[config.mk]
export PLATFORM = sky130hd
export DESIGN_NAME = stx_etx_hex_crc_deframer_flat
export DESIGN_NICKNAME = d
export VERILOG_FILES = /design/src/hdl/sed_pkg.sv /design/src/hdl/sed_if.sv /design/src/hdl/sed_in_stage.sv /design/src/hdl/sed_frame.sv /design/src/hdl/sed_out_stage.sv /design/src/hdl/stx_etx_hex_crc_deframer.sv /design/src/flat_wrapper.sv
export SDC_FILE = /design/constraint.sdc
export NUM_CORES = 1
export LEC_CHECK = 0
export BUFFER_PORTS_ARGS = -buffer_cell sky130_fd_sc_hd__buf_2
export CORE_UTILIZATION = 61
export DETAILED_ROUTE_END_ITERATION = 7
export PLACE_DENSITY = 0.86
export SLEW_MARGIN = 20
export SYNTH_ARGS = -nofsm -noshare
export SYNTH_HDL_FRONTEND = slang
export SYNTH_SLANG_ARGS = --single-unit
[constraint.sdc]
create_clock -name i_clk -period 4.8 [get_ports i_clk]
set_clock_uncertainty 0.15 [all_clocks]
set_input_delay 0.48 -clock i_clk [delete_from_list [all_inputs] [get_ports i_clk]]
set_output_delay 0.48 -clock i_clk [all_outputs]
set_load 0.1 [all_outputs]
[src/hdl/sed_pkg.sv]
package sed_pkg;

    localparam logic [7:0]  STX_BYTE      = 8'h02;
    localparam logic [7:0]  ETX_BYTE      = 8'h03;
    localparam int          POS_W         = 17;
    localparam logic [POS_W-1:0] POS_MAX  = '1;
    localparam logic [POS_W-1:0] HDR_SIZE      = POS_W'(16);
    localparam logic [POS_W-1:0] PAYLOAD_START = POS_W'(15);
    localparam logic [POS_W-1:0] CRC_FIRST     = POS_W'(1);
    localparam logic [POS_W-1:0] CRC_LAST      = POS_W'(8);
    localparam logic [POS_W-1:0] LEN_FIRST     = POS_W'(10);
    localparam logic [POS_W-1:0] LEN_LAST      = POS_W'(13);
    localparam logic [31:0] CRC_POLY      = 32'h04C1_1DB7;
    localparam logic [31:0] CRC_INIT      = 32'hFFFF_FFFF;
    localparam logic [15:0] MAX_LEN_RESET = 16'd9984;

    typedef enum logic [2:0] {
        ST_GOOD      = 3'd0,
        ST_CRC_BAD   = 3'd1,
        ST_SHORT_HDR = 3'd2,
        ST_BAD_HEX   = 3'd3,
        ST_SHORT_PAY = 3'd4,
        ST_TOO_LONG  = 3'd5
    } t_status;

    typedef struct packed {
        logic       payload_valid;
        logic [7:0] payload_byte;
        logic       frame_done;
        t_status    frame_status;
    } t_result;

    // Returns {bad, nibble}; a non-hex byte decodes as zero with bad set.
    function automatic logic [4:0] hex_decode(input logic [7:0] b);
        logic [4:0] r;
        r = {1'b1, 4'h0};
        if (b inside {[8'h30:8'h39]}) begin
            r = {1'b0, 4'(b - 8'h30)};
        end else if (b inside {[8'h41:8'h46]}) begin
            r = {1'b0, 4'(b - 8'h37)};
        end else if (b inside {[8'h61:8'h66]}) begin
            r = {1'b0, 4'(b - 8'h57)};
        end
        return r;
    endfunction

    // One byte of MSB-first CRC-32, eight shift steps.
    function automatic logic [31:0] crc_byte(input logic [31:0] crc, input logic [7:0] b);
        logic [31:0] c;
        c = crc ^ {b, 24'h0};
        for (int k = 0; k < 8; k++) begin
            c = c[31] ? ({c[30:0], 1'b0} ^ CRC_POLY) : {c[30:0], 1'b0};
        end
        return c;
    endfunction

endpackage

[src/hdl/sed_if.sv]
interface sed_in_if;
    logic       valid;
    logic       ready;
    logic [7:0] rx_byte;
    modport source (output valid, output rx_byte, input ready);
    modport sink   (input valid, input rx_byte, output ready);
endinterface

interface sed_out_if;
    logic                 valid;
    logic                 ready;
    logic                 payload_valid;
    logic [7:0]           payload_byte;
    logic                 frame_done;
    logic [2:0]           frame_status;
    modport source (output valid, output payload_valid, output payload_byte,
                    output frame_done, output frame_status, input ready);
    modport sink   (input valid, input payload_valid, input payload_byte,
                    input frame_done, input frame_status, output ready);
endinterface

interface sed_cfg_if;
    logic        valid;
    logic        ready;
    logic [15:0] max_payload_length;
    modport source (output valid, output max_payload_length, input ready);
    modport sink   (input valid, input max_payload_length, output ready);
endinterface

[src/hdl/sed_in_stage.sv]
module sed_in_stage (
    input  logic       i_clk,
    input  logic       i_rst_n,
    input  logic       i_load,
    input  logic       i_advance,
    input  logic [7:0] i_byte,
    output logic       o_vld,
    output logic [7:0] o_byte
);
    logic       r_vld;
    logic [7:0] r_byte;

    always_ff @(posedge i_clk) begin
        if (!i_rst_n) begin
            r_vld <= 1'b0;
        end else if (i_load) begin
            r_vld <= 1'b1;
        end else if (i_advance) begin
            r_vld <= 1'b0;
        end
        if (i_load) begin
            r_byte <= i_byte;
        end
    end

    assign o_vld  = r_vld;
    assign o_byte = r_byte;
endmodule

[src/hdl/sed_frame.sv]
module sed_frame (
    input  logic                 i_clk,
    input  logic                 i_rst_n,
    input  logic                 i_go,
    input  logic [7:0]           i_byte,
    input  logic                 i_cfg_we,
    input  logic [15:0]          i_cfg_data,
    output sed_pkg::t_result     o_res
);
    logic                       r_in_frame, n_in_frame;
    logic [sed_pkg::POS_W-1:0]  r_pos, n_pos;
    logic [31:0]                r_hdr_crc, n_hdr_crc;
    logic [15:0]                r_hdr_len, n_hdr_len;
    logic [31:0]                r_crc, n_crc;
    logic                       r_hdr_bad, n_hdr_bad;
    logic [15:0]                r_max_len;
    logic [4:0]                 hex;
    logic [sed_pkg::POS_W-1:0]  pay_idx;
    logic                       len_ok;
    sed_pkg::t_result           res;

    assign hex     = sed_pkg::hex_decode(i_byte);
    assign pay_idx = r_pos - sed_pkg::PAYLOAD_START;
    assign len_ok  = (r_hdr_len <= r_max_len);

    always_comb begin
        n_in_frame = r_in_frame;
        n_pos      = r_pos;
        n_hdr_crc  = r_hdr_crc;
        n_hdr_len  = r_hdr_len;
        n_crc      = r_crc;
        n_hdr_bad  = r_hdr_bad;
        res        = '0;
        if (i_go) begin
            if (i_byte == sed_pkg::STX_BYTE) begin
                n_in_frame = 1'b1;
                n_pos      = sed_pkg::CRC_FIRST;
                n_hdr_crc  = '0;
                n_hdr_len  = '0;
                n_crc      = sed_pkg::CRC_INIT;
                n_hdr_bad  = 1'b0;
            end else if (r_in_frame) begin
                if (i_byte == sed_pkg::ETX_BYTE) begin
                    res.frame_done = 1'b1;
                    n_in_frame     = 1'b0;
                    if (r_pos < sed_pkg::HDR_SIZE) begin
                        res.frame_status = sed_pkg::ST_SHORT_HDR;
                    end else if (r_hdr_bad) begin
                        res.frame_status = sed_pkg::ST_BAD_HEX;
                    end else if (!len_ok) begin
                        res.frame_status = sed_pkg::ST_TOO_LONG;
                    end else if (pay_idx < {1'b0, r_hdr_len}) begin
                        res.frame_status = sed_pkg::ST_SHORT_PAY;
                    end else if (~r_crc != r_hdr_crc) begin
                        res.frame_status = sed_pkg::ST_CRC_BAD;
                    end else begin
                        res.frame_status = sed_pkg::ST_GOOD;
                    end
                end else begin
                    if (r_pos inside {[sed_pkg::CRC_FIRST:sed_pkg::CRC_LAST]}) begin
                        n_hdr_crc = {r_hdr_crc[27:0], hex[3:0]};
                        n_hdr_bad = r_hdr_bad | hex[4];
                    end else if (r_pos inside {[sed_pkg::LEN_FIRST:sed_pkg::LEN_LAST]}) begin
                        n_hdr_len = {r_hdr_len[11:0], hex[3:0]};
                        n_hdr_bad = r_hdr_bad | hex[4];
                    end else if (r_pos >= sed_pkg::PAYLOAD_START) begin
                        if ((pay_idx < {1'b0, r_hdr_len}) && !r_hdr_bad && len_ok) begin
                            res.payload_valid = 1'b1;
                            res.payload_byte  = i_byte;
                            n_crc             = sed_pkg::crc_byte(r_crc, i_byte);
                        end
                    end
                    if (r_pos != sed_pkg::POS_MAX) begin
                        n_pos = r_pos + sed_pkg::POS_W'(1);
                    end
                end
            end
        end
    end

    always_ff @(posedge i_clk) begin
        if (!i_rst_n) begin
            r_in_frame <= 1'b0;
            r_pos      <= '0;
            r_hdr_crc  <= '0;
            r_hdr_len  <= '0;
            r_crc      <= sed_pkg::CRC_INIT;
            r_hdr_bad  <= 1'b0;
            r_max_len  <= sed_pkg::MAX_LEN_RESET;
        end else begin
            r_in_frame <= n_in_frame;
            r_pos      <= n_pos;
            r_hdr_crc  <= n_hdr_crc;
            r_hdr_len  <= n_hdr_len;
            r_crc      <= n_crc;
            r_hdr_bad  <= n_hdr_bad;
            if (i_cfg_we) begin
                r_max_len <= i_cfg_data;
            end
        end
    end

    assign o_res = res;

`ifndef NO_ASSERTIONS
    a_done_no_payload: assert property (@(posedge i_clk) disable iff (!i_rst_n)
        res.frame_done |-> !res.payload_valid)
        else $error("frame end and payload byte in one result");
    a_stx_opens: assert property (@(posedge i_clk) disable iff (!i_rst_n)
        (i_go && i_byte == sed_pkg::STX_BYTE) |=> (r_in_frame && r_pos == sed_pkg::CRC_FIRST))
        else $error("start byte did not open a frame");
    a_etx_closes: assert property (@(posedge i_clk) disable iff (!i_rst_n)
        res.frame_done |=> !r_in_frame)
        else $error("frame still open after its end byte");
    a_payload_in_frame: assert property (@(posedge i_clk) disable iff (!i_rst_n)
        res.payload_valid |-> (r_in_frame && r_pos >= sed_pkg::PAYLOAD_START && !r_hdr_bad))
        else $error("payload byte passed outside the payload area");
`endif
endmodule

[src/hdl/sed_out_stage.sv]
module sed_out_stage (
    input  logic             i_clk,
    input  logic             i_rst_n,
    input  logic             i_load,
    input  logic             i_taken,
    input  sed_pkg::t_result i_res,
    output logic             o_vld,
    output sed_pkg::t_result o_res
);
    logic             r_vld;
    sed_pkg::t_result r_res;

    always_ff @(posedge i_clk) begin
        if (!i_rst_n) begin
            r_vld <= 1'b0;
        end else if (i_load) begin
            r_vld <= 1'b1;
        end else if (i_taken) begin
            r_vld <= 1'b0;
        end
        if (i_load) begin
            r_res <= i_res;
        end
    end

    assign o_vld = r_vld;
    assign o_res = r_res;
endmodule

[src/hdl/stx_etx_hex_crc_deframer.sv]
// Receiver for STX/ETX framed byte streams with a hex text header and a CRC-32 check.
// Input channel i_in carries one link byte per beat in rx_byte. Output channel o_out
// returns exactly one result beat per input beat: a passed payload byte
// (payload_valid, payload_byte), or a frame report (frame_done, frame_status) when
// the beat was the ETX closing a frame, or an all-zero beat otherwise.
// Configuration channel i_cfg writes max_payload_length; it is always ready and
// should only be written while no beat is in flight.
// An accepted input beat goes through the input register and then the output register.
// Throughput is one beat per cycle unless o_out stalls: the byte is held in an input
// register, the header digit decode and the one-byte CRC-32 update are done in a
// single pass of logic, and the result lands in an output register.
// When the receiver stalls, the output register holds its beat and the input
// register still takes one more beat; after that i_in.ready drops until the
// output beat is taken.
// Reset (synchronous, active low) empties both registers, leaves the block outside
// any frame and restores max_payload_length to 9984.
module stx_etx_hex_crc_deframer (
    input  logic      i_clk,
    input  logic      i_rst_n,
    sed_in_if.sink    i_in,
    sed_out_if.source o_out,
    sed_cfg_if.sink   i_cfg
);
    logic             in_vld;
    logic [7:0]       in_byte;
    logic             out_vld;
    logic             advance;
    logic             in_load;
    sed_pkg::t_result frame_res;
    sed_pkg::t_result out_res;

    // The held byte moves on whenever the output register is free or being emptied.
    assign advance    = in_vld && (!out_vld || o_out.ready);
    assign i_in.ready = !in_vld || advance;
    assign in_load    = i_in.valid && i_in.ready;
    assign i_cfg.ready = 1'b1;

    sed_in_stage u_in (
        .i_clk     (i_clk),
        .i_rst_n   (i_rst_n),
        .i_load    (in_load),
        .i_advance (advance),
        .i_byte    (i_in.rx_byte),
        .o_vld     (in_vld),
        .o_byte    (in_byte)
    );

    sed_frame u_frame (
        .i_clk      (i_clk),
        .i_rst_n    (i_rst_n),
        .i_go       (advance),
        .i_byte     (in_byte),
        .i_cfg_we   (i_cfg.valid),
        .i_cfg_data (i_cfg.max_payload_length),
        .o_res      (frame_res)
    );

    sed_out_stage u_out (
        .i_clk   (i_clk),
        .i_rst_n (i_rst_n),
        .i_load  (advance),
        .i_taken (o_out.ready),
        .i_res   (frame_res),
        .o_vld   (out_vld),
        .o_res   (out_res)
    );

    assign o_out.valid         = out_vld;
    assign o_out.payload_valid = out_res.payload_valid;
    assign o_out.payload_byte  = out_res.payload_byte;
    assign o_out.frame_done    = out_res.frame_done;
    assign o_out.frame_status  = out_res.frame_status;

`ifndef NO_ASSERTIONS
    a_stall_blocks_input: assert property (@(posedge i_clk) disable iff (!i_rst_n)
        (in_vld && out_vld && !o_out.ready) |-> !i_in.ready)
        else $error("input taken while both registers are full and stalled");
    a_advance_fills_out: assert property (@(posedge i_clk) disable iff (!i_rst_n)
        advance |=> out_vld)
        else $error("processed beat did not reach the output register");
    a_load_fills_in: assert property (@(posedge i_clk) disable iff (!i_rst_n)
        in_load |=> in_vld)
        else $error("accepted beat missing from the input register");
`endif
endmodule

[src/flat_wrapper.sv]
// flat-port wrapper written by rule: the top's interface ports become plain ports
module stx_etx_hex_crc_deframer_flat 
  (i_clk, i_rst_n, i_in_valid, i_in_rx_byte, i_in_ready, o_out_valid, o_out_payload_valid, o_out_payload_byte, o_out_frame_done, o_out_frame_status, o_out_ready, i_cfg_valid, i_cfg_max_payload_length, i_cfg_ready);
  sed_in_if i_in_i ();
  sed_out_if o_out_i ();
  sed_cfg_if i_cfg_i ();
  input  logic i_clk;
  input  logic i_rst_n;
  input wire logic [$bits(i_in_i.valid)-1:0] i_in_valid;
  input wire logic [$bits(i_in_i.rx_byte)-1:0] i_in_rx_byte;
  output wire logic [$bits(i_in_i.ready)-1:0] i_in_ready;
  output wire logic [$bits(o_out_i.valid)-1:0] o_out_valid;
  output wire logic [$bits(o_out_i.payload_valid)-1:0] o_out_payload_valid;
  output wire logic [$bits(o_out_i.payload_byte)-1:0] o_out_payload_byte;
  output wire logic [$bits(o_out_i.frame_done)-1:0] o_out_frame_done;
  output wire logic [$bits(o_out_i.frame_status)-1:0] o_out_frame_status;
  input wire logic [$bits(o_out_i.ready)-1:0] o_out_ready;
  input wire logic [$bits(i_cfg_i.valid)-1:0] i_cfg_valid;
  input wire logic [$bits(i_cfg_i.max_payload_length)-1:0] i_cfg_max_payload_length;
  output wire logic [$bits(i_cfg_i.ready)-1:0] i_cfg_ready;
  assign i_in_i.valid = i_in_valid;
  assign i_in_i.rx_byte = i_in_rx_byte;
  assign i_in_ready = i_in_i.ready;
  assign o_out_valid = o_out_i.valid;
  assign o_out_payload_valid = o_out_i.payload_valid;
  assign o_out_payload_byte = o_out_i.payload_byte;
  assign o_out_frame_done = o_out_i.frame_done;
  assign o_out_frame_status = o_out_i.frame_status;
  assign o_out_i.ready = o_out_ready;
  assign i_cfg_i.valid = i_cfg_valid;
  assign i_cfg_i.max_payload_length = i_cfg_max_payload_length;
  assign i_cfg_ready = i_cfg_i.ready;
  stx_etx_hex_crc_deframer u_core (.i_clk(i_clk), .i_rst_n(i_rst_n), .i_in(i_in_i), .o_out(o_out_i), .i_cfg(i_cfg_i));
endmodule
==> run metrics, run 1 <==
status complete, no violations; vias in the first global route roughly 5800; Rel. slew slack a little over a quarter; core area between 10000 and 15000 sq um; mux contribution to synthesized area 1.89%; # Post-CTS Setup Buffers 0; commonest non-fill, non-tap cell in the layout dfxtp_1; main combinational cell family by area after synthesis simple AND/OR/NAND/NOR gates; setup TNS 0 ns; wire per inst roughly 18 microns; peak ir drop on the vdd network roughly 290 uV; CTS tree built; launch point of the worst path u_core.u_frame.r_pos[4]; CP required roughly 4.9 ns; simple logic cell fraction of the synthesized area approximately 16%; synth top area cells dfxtp_1 32%, edfxtp_1 8.5%, xor2_1 7.4%; HP Start i_in_rx_byte[7]; Area after DPL approximately 7600 sq um; post-place setup slack about 0.66 ns; Mapped Cells 776; most frequent cells in the layout 117 x dfxtp_1, 91 x nor2_1, 63 x xor2_1; Post-Synth Adder-Cell Area between 6 and 7%; Avg Cell Area, Syn 9.57 sq um; Yosys warnings 0; max cap viols 0; initial antenna violation count 0; Final GP Congestion approximately 0.9; Worst setup EP type flip-flop; RR Startpoint u_core.u_frame.r_pos[4]; htree depth 4; CTS Buffer Depth 2; Root Driver clkbuf_16; Fin Hold WS a little under 0.08 ns; die width 112 microns; Synth area leader dfxtp_1; Remaining DRCs 0; Initial Utilization between 60% and 70%; worst slew pin tran between 1 and 1.5 ns; WP data arrival ~4.4 ns; met1 GRT Util 35.5%; DR vias/cell between 6 and 7; FMAX between 200 and 250 MHz; gr ovfl total 0; final period utilization between 80% and 90%; final WL 17300 microns; DR pass1 iterations 6; met2 Track Usage GR 48.0%; Layout Utilization ~70%; I/O pins 45; Cell Area, Synth between 7000 and 8000 sq um; die area between 10000 and 15000 sq um; largest net degree at the start of global routing between 70 and 80; Placed Cells 926; Startpoint Class flip-flop; Pins Over Slew Limit 0; min cycle time layout roughly 4.2 ns; Net Count, Synth between 800 and 900; CTS resizes 0; post-synthesis sequential area ratio between 40% and 50%; Diodes inserted 0; global-route wire length before repair 28100 microns; GRT Util Overall 28.5%; Worst-path clk slew roughly 0.06 ns; ANT nets after route 0; Post-Synth XOR/XNOR Area between 15 and 20%; Final WS setup around 0.6 ns; layout cells sized above 1 between 10 and 15%; hpwl dp 12100 microns; fraction of registers with async set/reset 0%; post-synthesis compound-gate area fraction between 15 and 20%; CTS sink count ~140; IO Port Bufs 43; Post-CTS Hold Buffers 0; Worst-Skew Late Latency ~0.42 ns; nets 870; GR Util met3 between 5 and 6%; Rows 39; Yosys top cell area share 31.5%; First DRT Iteration DRCs between 400 and 500; #FFs+latches synth 138; Area growth syn-to-layout 10.7%; Leak about 3.1 nW; via count 5812; post-route insts no fill around 960; unrepaired setup endpoints after global routing false; DIE HEIGHT roughly 110 microns; final instance area between 8000 and 9000 sq um; Final setup viols 0; critical path peak fanout 10; worst min-delay path category in -> reg; Design Power about 2.9 mW; most crowded layer after global routing met2; Num CTS Buffers 17; Setup Crit Path Kind reg -> reg; Main synth FF type dfxtp_1; Post-synth EDFFs 21; Power Dens Cells about 350 nW/um^2; synth unique cells 75; Hold Fails Final Rpt 0
==> routing by layer <==
metal,vias to the layer above,share of wire [%]
met1,2810,42
met2,183,49
met5,-,0
met4,0,2.2
li1,2785,-
met3,34,5.9
==> power by group <==
part / leakage [nW] / switching (mW) / internal [mW] / total (mW)
clock: 0.305 / 0.530 / 0.880 / 1.41
sequential: 1.14 / 0.0150 / 1.19 / 1.21
combinational: 1.70 / 0.162 / 0.0867 / 0.248
total: 3.14 / 0.707 / 2.16 / 2.87
==> cell type report <==
cell class	instances	area (sq um)
multi-input cells	556	4030
inverters	42	158
flip-flops and latches	138	2970
clock buffers	17	425
fillers	798	3440
well taps	143	179
repair buffers	47	245
clock inverters	15	211
==> cells in the mapped netlist, types with 3 or more instances <==
master	number
a211oi_1	8
a21oi_1	28
a22oi_1	44
and2_1	11
and3_1	5
buf_2	13
buf_6	6
clkbuf_1	12
dfxtp_1	117
edfxtp_1	21
ha_1	39
inv_1	40
mux2i_1	14
nand2_1	33
nand3_1	14
nand4_1	15
nor2_1	91
nor2b_1	3
nor3_1	9
nor3_2	3
nor4_1	9
o211ai_1	5
o21a_1	4
o21ai_0	13
o22a_1	29
or3_1	9
xnor2_1	57
xnor2_2	4
xor2_1	63
==> sequential cells by signal, indices dropped and copies added, names as in the netlist <==
register                   flops
u_core.u_frame.r_in_frame      1
u_core.u_frame.r_hdr_bad       1
u_core.u_out.o_res            13
u_core.u_frame.r_crc          32
u_core.u_in.o_vld              1
u_core.u_frame.r_max_len      16
u_core.u_frame.r_hdr_crc      32
u_core.u_out.o_vld             1
u_core.u_in.o_byte             8
u_core.u_frame.r_pos          17
u_core.u_frame.r_hdr_len      16
==> cell families (layout without fill, tap and decap cells) <==
group	after synthesis	in the layout
compound gates	152	152
fa+ha+maj	39	39
xor+xnor	124	124
buf+inv	82	121
simple gates	226	226
mux	14	14
flops	138	138
other cells	1	1
==> path summary, 6_finish.rpt <==
path                                   to  slack (ns)  cells past startpoint
min                 u_core.u_in.o_byte[7]        0.08                      1
min reg2reg  u_core.u_frame.r_max_len[13]        0.34                      2
max                 u_core.u_out.o_res[7]        0.59                     13
max reg2reg         u_core.u_out.o_res[7]        0.59                     13
==> critical path: stages (launching register included) <==
cell,delay [ns]
dfxtp_1,0.42
nor4_4,0.39
or4b_4,0.54
nor2_1,0.21
nand2_1,0.10
xnor2_1,0.15
ha_1,0.30
nand3_1,0.09
or3_1,0.13
a21oi_1,0.04
or4_4,0.59
nor3_2,0.39
and3b_1,0.39
and2_1,0.18
No activity file was read; power rests on OpenSTA's default activity.
==> inputs of run 2 (changes only) <==
--- a/config.mk
+++ b/config.mk
@@ -6,6 +6,7 @@
 export NUM_CORES = 1
 export LEC_CHECK = 0
 export BUFFER_PORTS_ARGS = -buffer_cell sky130_fd_sc_hd__buf_2
+export CORE_ASPECT_RATIO = 1.1
 export CORE_UTILIZATION = 61
 export DETAILED_ROUTE_END_ITERATION = 7
 export PLACE_DENSITY = 0.86
==> run 2 against run 1 <==
Against the previous run: hold slack got worse by 0.0048 ns; design area about the same; final cell count increased by 0.73%; sequential share of layout area about the same; routed wire length increased by 1.1%; utilization increased by 0.063 points; via count about the same; flip-flop and latch count unchanged; count of clock-buffer cells in the layout increased by 5; register-to-register slack got worse by 0.04 ns; first-iteration DRC count decreased by 3.4%; maximum frequency decreased by 1.0%; largest cell class unchanged.
==> run metrics, run 2 (synthesis gave the netlist of run 1 again) <==
status complete, no violations (unchanged); launch point of the worst path u_core.u_frame.r_pos[4] (unchanged); CP required 4.95 ns (was 4.94 ns); die area 12600 sq um (about the same); worst slew pin tran 1.10 ns (was 1.09 ns); commonest non-fill, non-tap cell in the layout dfxtp_1 (unchanged); worst-case reg-to-reg path depth 13 (unchanged); cells along the critical path nor4_4 -> nor4b_2 -> nand2_1 -> nor4_1 -> xor2_1 -> ha_1 -> a21o_1 -> a21oi_1 -> o21ai_0 -> or4_4 -> nor3_2 -> and3b_1 -> and2_1 (was nor4_4 -> or4b_4 -> nor2_1 -> nand2_1 -> xnor2_1 -> ha_1 -> nand3_1 -> or3_1 -> a21oi_1 -> or4_4 -> nor3_2 -> and3b_1 -> and2_1); CTS tree built (unchanged); wire per inst 18.1 microns (about the same); htree depth 4 (unchanged); Buf/Inv on CP 0 (unchanged); final period utilization 88.7% (was 87.8%); DR vias/cell 6.02 (was 6.07); Worst path slowest cell or4_4 (unchanged); DIE HEIGHT 118 microns (was 112 microns); worst min-delay path category in -> reg (unchanged); Num CTS Buffers 17 (unchanged); CTS sink count 138 (unchanged); Setup Crit Path Kind reg -> reg (unchanged); die width 107 microns (was 112 microns); Leak 3.14 nW (about the same); unrepaired setup endpoints after global routing false (unchanged); initial antenna violation count 0 (unchanged); FMAX 235 MHz (was 237 MHz); critical path peak fanout 10 (unchanged); Worst-Skew Late Latency 0.43 ns (was 0.42 ns); max cap viols 0 (unchanged); CP endpoint u_core.u_out.o_res[11] (was u_core.u_out.o_res[7]); flop2flop setup slack 0.54 ns (was 0.59 ns); Final GP Congestion 0.858 (was 0.909); First DRT Iteration DRCs 402 (was 416); core area 11600 sq um (was 11700 sq um); GRT Util Overall 29.2% (was 28.5%); CP Depth 13 (unchanged); Rel. slew slack 26.9% (was 27.2%); Rows 41 (was 39); layout cells sized above 1 13.3% (was 13.5%); final WL 17500 microns (was 17300 microns); Diodes inserted 0 (unchanged); Pins Over Slew Limit 0 (unchanged); CTS resizes 0 (unchanged); # Post-CTS Setup Buffers 0 (unchanged); Worst-path clk slew 0.06 ns (about the same); hold depth 1 (unchanged); Hold Fails Final Rpt 0 (unchanged); Final setup viols 0 (unchanged); Crit path largest cell delay 0.48 ns (was 0.59 ns); Remaining DRCs 0 (unchanged); gr ovfl total 0 (unchanged); global-route wire length before repair 28500 microns (was 28100 microns); largest net degree at the start of global routing 71 (unchanged); Power Dens Cells 343 nW/um^2 (was 349 nW/um^2); nets 870 (unchanged); peak ir drop on the vdd network 330 uV (was 290 uV); WP data arrival 4.40 ns (was 4.36 ns); Initial Utilization 63.8% (was 63.7%); reg2reg end u_core.u_out.o_res[11] (was u_core.u_out.o_res[7]); min cycle time layout 4.26 ns (was 4.21 ns); most frequent cells in the layout 117 x dfxtp_1, 91 x nor2_1, 63 x xor2_1 (unchanged); RR Startpoint u_core.u_frame.r_pos[4] (unchanged); ANT nets after route 0 (unchanged); I/O pins 45 (unchanged); Startpoint Class flip-flop (unchanged); CTS Buffer Depth 2 (unchanged); Worst setup EP type flip-flop (unchanged); DR pass1 iterations 5 (was 6); largest registers u_core.u_frame.r_crc (32), u_core.u_frame.r_hdr_crc (32), u_core.u_frame.r_pos (17) (unchanged); vias in the first global route 5854 (was 5814); CP delay by family, top simple AND/OR/NAND/NOR gates (unchanged); Final WS setup 0.543 ns (was 0.586 ns); Root Driver clkbuf_16 (unchanged); Area growth syn-to-layout 10.6% (was 10.7%); hpwl dp 12100 microns (about the same); via count 5807 (was 5812); Post-CTS Hold Buffers 0 (unchanged); IO Port Bufs 43 (unchanged); post-place setup slack 0.610 ns (was 0.662 ns); setup TNS 0 ns (unchanged)
-- run 2: how the worst min path moves through the flow --
stage / start / to / slack, ns
2_1_floorplan: u_core.u_frame.r_max_len[10] / u_core.u_frame.r_max_len[10] / 0.31
3_3_place_gp: u_core.u_frame.r_max_len[9] / u_core.u_frame.r_max_len[9] / 0.33
3_5_place_dp: u_core.u_frame.r_max_len[13] / u_core.u_frame.r_max_len[13] / 0.33
4_1_cts: i_in_rx_byte[7] / u_core.u_in.o_byte[7] / 0.06
5_1_grt: i_in_rx_byte[7] / u_core.u_in.o_byte[7] / 0.06
6_report: i_in_rx_byte[7] / u_core.u_in.o_byte[7] / 0.07
-- run 2: per-stage QoR --
| step | instances | power, mW | util (%) | hold slack (ns) | instance area (sq um) |
|---|---|---|---|---|---|
| global placement | 933 | 1.47 | 65.1 | 0.326 | 7590 |
| CTS | 965 | 2.83 | 70.5 | 0.0646 | 8210 |
| detailed placement | 933 | 1.47 | 65.1 | 0.332 | 7590 |
| finish | 965 | 2.82 | 70.5 | 0.0743 | 8220 |
| floorplan | 776 | 1.43 | - | 0.309 | 7430 |
| global route | 965 | 2.90 | 70.5 | 0.0630 | 8220 |
-- run 2: layout make-up --
type | count | area (sq um)
clock buffer | 22 | 497
clock inverter | 10 | 128
fill | 864 | 3430
inverter | 42 | 158
multi-input combinational | 556 | 4030
sequential | 138 | 2970
tap | 150 | 188
timing repair buffer | 47 | 245
-- run 2: power by group --
part	internal [mW]	switching (mW)	leakage (nW)
logic	0.0870	0.161	1.70
registers	1.19	0.0147	1.14
clock network	0.850	0.515	0.304
total	2.13	0.691	3.14
-- run 2: worst reg2reg max path: stages (launching register included) --
cell	delay, ns
dfxtp_1	0.42
nor4_4	0.39
nor4b_2	0.36
nand2_1	0.13
nor4_1	0.31
xor2_1	0.20
ha_1	0.27
a21o_1	0.19
a21oi_1	0.12
o21ai_0	0.13
or4_4	0.48
nor3_2	0.39
and3b_1	0.39
and2_1	0.18
-- run 2: metal layers --
metal | vias up | wire (microns) | track usage [%]
li1 | 2779 | - | -
met1 | 2793 | 6790 | 32.0
met2 | 183 | 9180 | 52.4
met3 | 52 | 824 | 5.87
met4 | 0 | 696 | 15.4
met5 | - | 0 | 0
==> inputs of run 3 (changes only) <==
--- a/config.mk
+++ b/config.mk
@@ -6,10 +6,12 @@
 export NUM_CORES = 1
 export LEC_CHECK = 0
 export BUFFER_PORTS_ARGS = -buffer_cell sky130_fd_sc_hd__buf_2
+export CELL_PAD_IN_SITES_DETAIL_PLACEMENT = 2
+export CELL_PAD_IN_SITES_GLOBAL_PLACEMENT = 2
 export CORE_ASPECT_RATIO = 1.1
-export CORE_UTILIZATION = 61
+export CORE_UTILIZATION = 39
 export DETAILED_ROUTE_END_ITERATION = 7
-export PLACE_DENSITY = 0.86
+export PLACE_DENSITY = 0.85
 export SLEW_MARGIN = 20
 export SYNTH_ARGS = -nofsm -noshare
 export SYNTH_HDL_FRONTEND = slang
==> run 3 against run 2 <==
Against the previous run: count of clock-buffer cells in the layout decreased by 3; design area increased by 1.4%; maximum frequency decreased by 2.9%; total power increased by 1.7%; global-route usage decreased by 2.2 points; utilization decreased by 26 points; combinational power increased by 9.3%; worst setup slack got worse by 0.13 ns; non-clock buffer count unchanged.
==> run metrics, run 3 (synthesis gave the netlist of run 1 again) <==
CTS tree built (unchanged); ANT nets after route 0 (unchanged); largest net degree at the start of global routing 71 (unchanged); via count 6020 (was 5807); WL met1 9400 microns (was 6790 microns); I/O pins 45 (unchanged); IO Port Bufs 43 (unchanged); Crit path largest cell delay 0.60 ns (was 0.48 ns); initial antenna violation count 1 (was 0); layout cells sized above 1 13.5% (was 13.3%); worst slew pin tran 0.990 ns (was 1.10 ns); # Post-CTS Setup Buffers 0 (unchanged); Num CTS Buffers 17 (unchanged); FF/Latch Area 2970 sq um (unchanged); area occupied by multi-input gates 4040 sq um (was 4030 sq um); Top Metal Used met4 (unchanged); unrepaired setup endpoints after global routing false (unchanged); die width 134 microns (was 107 microns); First DRT Iteration DRCs 307 (was 402); htree depth 4 (unchanged); WP data arrival 4.51 ns (was 4.40 ns); peak ir drop on the vdd network 291 uV (was 330 uV); Worst-path clk slew 0.07 ns (was 0.06 ns); Clk network pwr share 48.4% (about the same); CTS resizes 0 (unchanged); global-route wire length before repair 39500 microns (was 28500 microns); Sequential Power Share 42.2% (was 42.8%); Rel. slew slack 33.5% (was 26.9%); worst min-delay path category in -> reg (unchanged); GRT Util Overall 27.0% (was 29.2%); largest registers u_core.u_frame.r_crc (32), u_core.u_frame.r_hdr_crc (32), u_core.u_frame.r_pos (17) (unchanged); cells along the critical path nor4_4 -> or4b_4 -> nor2_1 -> nand2_1 -> xnor2_1 -> ha_1 -> nand3_1 -> or3_1 -> a21oi_1 -> or4_4 -> nor3_4 -> and3b_1 -> and2_1 (was nor4_4 -> nor4b_2 -> nand2_1 -> nor4_1 -> xor2_1 -> ha_1 -> a21o_1 -> a21oi_1 -> o21ai_0 -> or4_4 -> nor3_2 -> and3b_1 -> and2_1); wire per inst 24.2 microns (was 18.1 microns); most frequent cells in the layout 117 x dfxtp_1, 91 x nor2_1, 63 x xor2_1 (unchanged); vias in the first global route 6950 (was 5854); Gate power share 9.5% (was 8.8%); commonest non-fill, non-tap cell in the layout dfxtp_1 (unchanged); Worst setup EP type flip-flop (unchanged); final period utilization 91.4% (was 88.7%); nets 870 (unchanged); Fin Hold WS 0.0650 ns (was 0.0743 ns); Post-CTS Hold Buffers 0 (unchanged); CP required 4.93 ns (was 4.95 ns); Design Power 2.87 mW (was 2.82 mW); Area after DPL 7700 sq um (was 7590 sq um); hpwl dp 17500 microns (was 12100 microns); Remaining DRCs 0 (unchanged); min cycle time layout 4.39 ns (was 4.26 ns); Pins Over Slew Limit 0 (unchanged); setup TNS 0 ns (unchanged); Leak 3.13 nW (was 3.14 nW); CTS Buffer Depth 2 (unchanged); die area 19600 sq um (was 12600 sq um); Hold Fails Final Rpt 0 (unchanged); internal power 2.09 mW (was 2.13 mW); Layout Utilization 44.9% (was 70.5%); Final setup viols 0 (unchanged); max cap viols 0 (unchanged); DIE HEIGHT 147 microns (was 118 microns); final instance area 8330 sq um (was 8220 sq um); Worst path slowest cell or4_4 (unchanged); CTS sink count 138 (unchanged); Area growth syn-to-layout 12.1% (was 10.6%); Rows 52 (was 41); Power Dens Cells 344 nW/um^2 (was 343 nW/um^2); Root Driver clkbuf_16 (unchanged); sw frac 27.2% (was 24.5%); status complete, no violations (unchanged); Initial Utilization 40.1% (was 63.8%); core area 18500 sq um (was 11600 sq um); NetSw 0.780 mW (was 0.691 mW); routed wl met3 795 microns (was 824 microns); Setup Crit Path Kind reg -> reg (unchanged); Startpoint Class flip-flop (unchanged); FMAX 228 MHz (was 235 MHz); DR WL met2 14100 microns (was 9180 microns); DR vias/cell 5.68 (was 6.02); gr ovfl total 0 (unchanged); Final GP Congestion 0.829 (was 0.858); critical path peak fanout 10 (unchanged); final WL 25600 microns (was 17500 microns); DR pass1 iterations 4 (was 5); Fill cells 2002 (was 864); Worst-Skew Late Latency 0.44 ns (was 0.43 ns)
==> run 3: cell count changes in the layout (fill, tap and decap cells not counted), sizes merged <==
| cell | previous run | this run |
|---|---|---|
| diode | 0 | 1 |
| inv | 46 | 48 |
| clkbuf | 22 | 19 |
| clkinvlp | 1 | 2 |
==> run 3: path summary, 6_finish.rpt <==
check,start,to,slack (ns),depth (start not counted)
hold reg to reg,u_core.u_frame.r_max_len[4],u_core.u_frame.r_max_len[4],0.37,2
setup / recovery,u_core.u_frame.r_pos[4],u_core.u_out.o_res[4],0.41,13
setup reg to reg,u_core.u_frame.r_pos[4],u_core.u_out.o_res[4],0.41,13
hold / removal,i_in_rx_byte[7],u_core.u_in.o_byte[7],0.06,1
==> run 3: worst max-delay path, delay by kind of cell, from the launching register on <==
family,cells,cell delay (ns)
compound gates,1,0.05
xor+xnor,1,0.15
fa+ha+maj,1,0.31
flops,1,0.42
simple gates,10,3.13
==> run 3: power by group through the flow <==
stage / sequential, mW / combinational [mW] / clock (mW)
6_report: 1.21 / 0.271 / 1.39
5_1_grt: 1.21 / 0.285 / 1.45
4_1_cts: 1.21 / 0.270 / 1.41
3_5_place_dp: 1.23 / 0.260 / 0
3_3_place_gp: 1.23 / 0.241 / 0
2_1_floorplan: 1.27 / 0.159 / 0
==> run 3: final cells by class <==
cell class,count,share of cell area (%)
Multi-Input combinational cell,556,48.5
Antenna cell,1,0.0300
Sequential cell,138,35.7
Timing Repair Buffer,47,2.94
Tap cell,243,3.65
Inverter,42,1.89
Clock buffer,19,5.45
Clock inverter,13,1.85
==> run 3: routing by layer <==
layer | vias up | track usage (%)
li1 | 2769 | -
met3 | 77 | 5.76
met1 | 3034 | 26.4
met4 | 0 | 16.3
met5 | - | 0
met2 | 140 | 51.5
==> run 3: per-stage QoR <==
step           cells  worst slack, ns
6_report        1059            0.414
5_1_grt         1059            0.126
4_1_cts         1058            0.272
3_5_place_dp    1026            0.441
3_3_place_gp    1026            0.741
2_1_floorplan    776            0.968
